[config.mk]
export PLATFORM = sky130hd
export DESIGN_NAME = jlsp_mul
export DESIGN_NICKNAME = d
export VERILOG_FILES = /design/src/rtl/jlsp_mul.sv
export SDC_FILE = /design/constraint.sdc
export NUM_CORES = 2
export LEC_CHECK = 0
export BUFFER_PORTS_ARGS = -buffer_cell sky130_fd_sc_hd__buf_2
export CAP_MARGIN = 10
export CORE_UTILIZATION = 49
export DETAILED_ROUTE_END_ITERATION = 6
export HOLD_SLACK_MARGIN = 0.1
export PLACE_DENSITY = 0.72
export REMOVE_ABC_BUFFERS = 1
export SYNTH_ARGS = -nofsm -noshare
export SYNTH_HDL_FRONTEND = slang
export SYNTH_SLANG_ARGS = --single-unit
export TNS_END_PERCENT = 30
[constraint.sdc]
create_clock -name clk -period 10 [get_ports clk]
set_input_delay 1 -clock clk [delete_from_list [all_inputs] [get_ports clk]]
set_output_delay 1 -clock clk [all_outputs]
set_load 0.02 [all_outputs]
[src/rtl/jlsp_mul.sv]
// jlsp_mul: shared signed 33x33 multiplier with registered product.
// Depends on nothing; operands are driven by the sequencer in the top level.
module jlsp_mul (
  input  logic               clk,
  input  logic signed [32:0] a,
  input  logic signed [32:0] b,
  output logic signed [65:0] p
);

  // product is registered, valid in the cycle after the operands
  always_ff @(posedge clk) begin
    p <= a * b;
  end

endmodule

==> impl_metrics.py <==
metrics = {
    "detailed_routing": {
        "top_layer_used": "met5",
        "drtIter0Drc": 1829,
        "drc": 0,
        "drt-wirelength-per-cell_um": 18.8,
        "dr.pass1.iters": 7,
        "drt-vias-per-instance": 5.32,
        "ant_nets": 0,
        "vias": 28500,
        "routed_wirelength_um": 101000,
        "m1WireLength_um": 38600,
        "met2WireLength_um": 51700,
        "wl_met3_um": 7380,
    },
    "global_routing": {
        "grtUsageTotal_pct": 25.3,
        "gr-total-overflow": 0,
        "grt_antenna_before_repair": 5,
        "grt_pass1_vias": 31500,
        "grt_pass1_wl_um": 167000,
        "grt_max_degree": 34,
    },
    "floorplanning": {
        "rows": 105,
        "die_w_um": 290,
        "io_pins": 133,
        "core_um2": 82100,
        "die_h_um": 290,
        "die-area_um2": 84300,
        "start_util_pct": 49.6,
    },
    "status": {
        "status": "finished clean",
    },
    "setup_path": {
        "critPathTopFamily": "adder cells",
        "arrival_ns": 9.08,
        "slowest_stage": "fa_1",
        "crit_type": "input pin to flip-flop",
        "cp-end-kind": "flip-flop",
        "setup.worst_path.start_class": "input pin",
        "path_cells": "buf_2, nand2_1, inv_1, fa_1, fa_1, inv_1, fa_1, inv_1, fa_1, fa_1, fa_1, fa_1, inv_1, fa_1, inv_1, ha_1, and3_1, nand3_1, nand2b_1, a2111oi_4, a211oi_4, a21o_2, a21o_1, a211oi_2",
        "cpPeakStageDelay_ns": 1.20,
        "critical_path_required_ns": 10.28,
        "cp_common_cell": "fa_1",
        "worst-path-max-fanout": 33,
        "path_buf_inv": 6,
    },
    "timing": {
        "slew_headroom_pct": 27.2,
        "rsz0062_at_grt": "no",
        "setup_viol": 0,
        "fmax_mhz": 114,
        "hold_viol": 0,
        "tightestPinTransition_ns": 1.09,
        "drv_slew": 0,
        "layout_min_cycle_time_ns": 8.79,
        "tns_ns": 0,
        "timing.final.crit_share_pct": 87.9,
    },
    "final_layout": {
        "top_regs": "p x66",
        "fin_nets": 5704,
        "layout-drive-gt1-share_pct": 4.67,
        "top_register": "p",
        "syn2layout_area_growth_pct": 3.91,
        "fillers": 7442,
        "largest_register_ffs": 66,
    },
    "cts": {
        "cts_root_buf": "clkbuf_16",
        "cts.reportedPaths.clkPinSlew_ns": 0.06,
        "post-cts-setup-buffers": 0,
        "cts_sinks": 66,
        "cts-resized-gates": 0,
        "numCtsBuffers": 9,
        "cts_tree": "done",
        "clockBufferDepth": 2,
        "ctsHtreeMaxLevel": 3,
        "ctsHoldBuffers": 0,
    },
    "synth": {
        "synthFlopType": "dfxtp_1",
        "synth_area_um2": 40700,
        "avgSynthCellArea_um2": 9.39,
        "ys_types": 80,
        "synth_edf_count": 0,
        "ys_warn_count": 0,
        "synth_seq_area_share_pct": 3.24,
        "syn_inst": 4338,
        "ys_ff_latch": 66,
        "async_flop_share_pct": 0,
    },
    "hold_path": {
        "hold_class": "input pin to flip-flop",
    },
    "place": {
        "gp_congestion": 0.925,
        "place_hpwl_um": 84600,
        "port-buffer-count": 132,
    },
    "flow_run": {
        "maxCapViolCount": 0,
    },
}
[Yosys cell counts, drive strengths merged (33+ instances only)]
cell       n  area share, %
a21o      38           0.71
a21oi     61           0.80
and2     563            8.7
clkbuf   208            1.9
dfxtp     66            3.2
fa      1145             56
ha       217            6.7
inv     1131             10
nand2    551            5.1
nor2      68           0.63
o21ai     33           0.42
xnor2     43           0.92
[placed cells by master, fill, tap and decap left out, types with 36 or more instances in the layout]
master | netlist | final
ha_1 | 217 | 217
inv_1 | 1131 | 1131
nor2_1 | 68 | 68
fa_1 | 1145 | 1145
dfxtp_1 | 66 | 66
and2_1 | 562 | 562
nand2_1 | 551 | 551
a21oi_1 | 57 | 57
a21o_1 | 36 | 36
buf_2 | 11 | 132
xnor2_1 | 43 | 43
[metal layers]
layer / track usage (%) / vias up
li1: - / 12200
met1: 32.4 / 15000
met2: 44.2 / 1068
met3: 4.27 / 212
met4: 7.02 / 4
met5: 0 / -
[cell families after synthesis]
logic type               count (synthesis)  share of synthesized area, %
XOR/XNOR                                68                          1.46
buffers and inverters                 1352                          12.5
AO/OA/AOI/OAI                          219                          4.07
flip-flops                              66                          3.24
AND/OR/NAND/NOR                       1271                          15.8
adder cells (fa/ha/maj)               1362                          62.9
[worst paths after layout]
kind | start | end | depth (start not counted)
worst max-delay path | b[6] | p[62] | 24
worst min-delay path | b[0] | p[0] | 2
[cell type report]
class | instances | area (um2) | area share (%)
clock inverter | 6 | 66.3 | 0.157
clock buffer | 10 | 239 | 0.565
antenna | 2 | 5.00 | 0.0118
tap | 1070 | 1340 | 3.16
sequential | 66 | 1320 | 3.12
timing repair buffer | 147 | 793 | 1.87
multi-input combinational | 2920 | 34300 | 81.1
inverter | 1131 | 4250 | 10.0
[per-stage QoR]
stage                     worst slack (ns)  instances  util, %  hold slack [ns]  cell area (um2)
final                                 1.21       5352     51.5             1.23            42300
after CTS                             1.21       5349     51.5             1.20            42300
after global routing                 0.744       5350     51.5             1.26            42300
after global placement                1.04       5333     51.1             1.42            42000
after detailed placement             0.823       5333     51.1             1.41            42000
after floorplan                       2.12       4117        -             1.12            39900
Power is not shown: default switching activity piles up to over one toggle a cycle in this logic, so the estimate is an artifact.
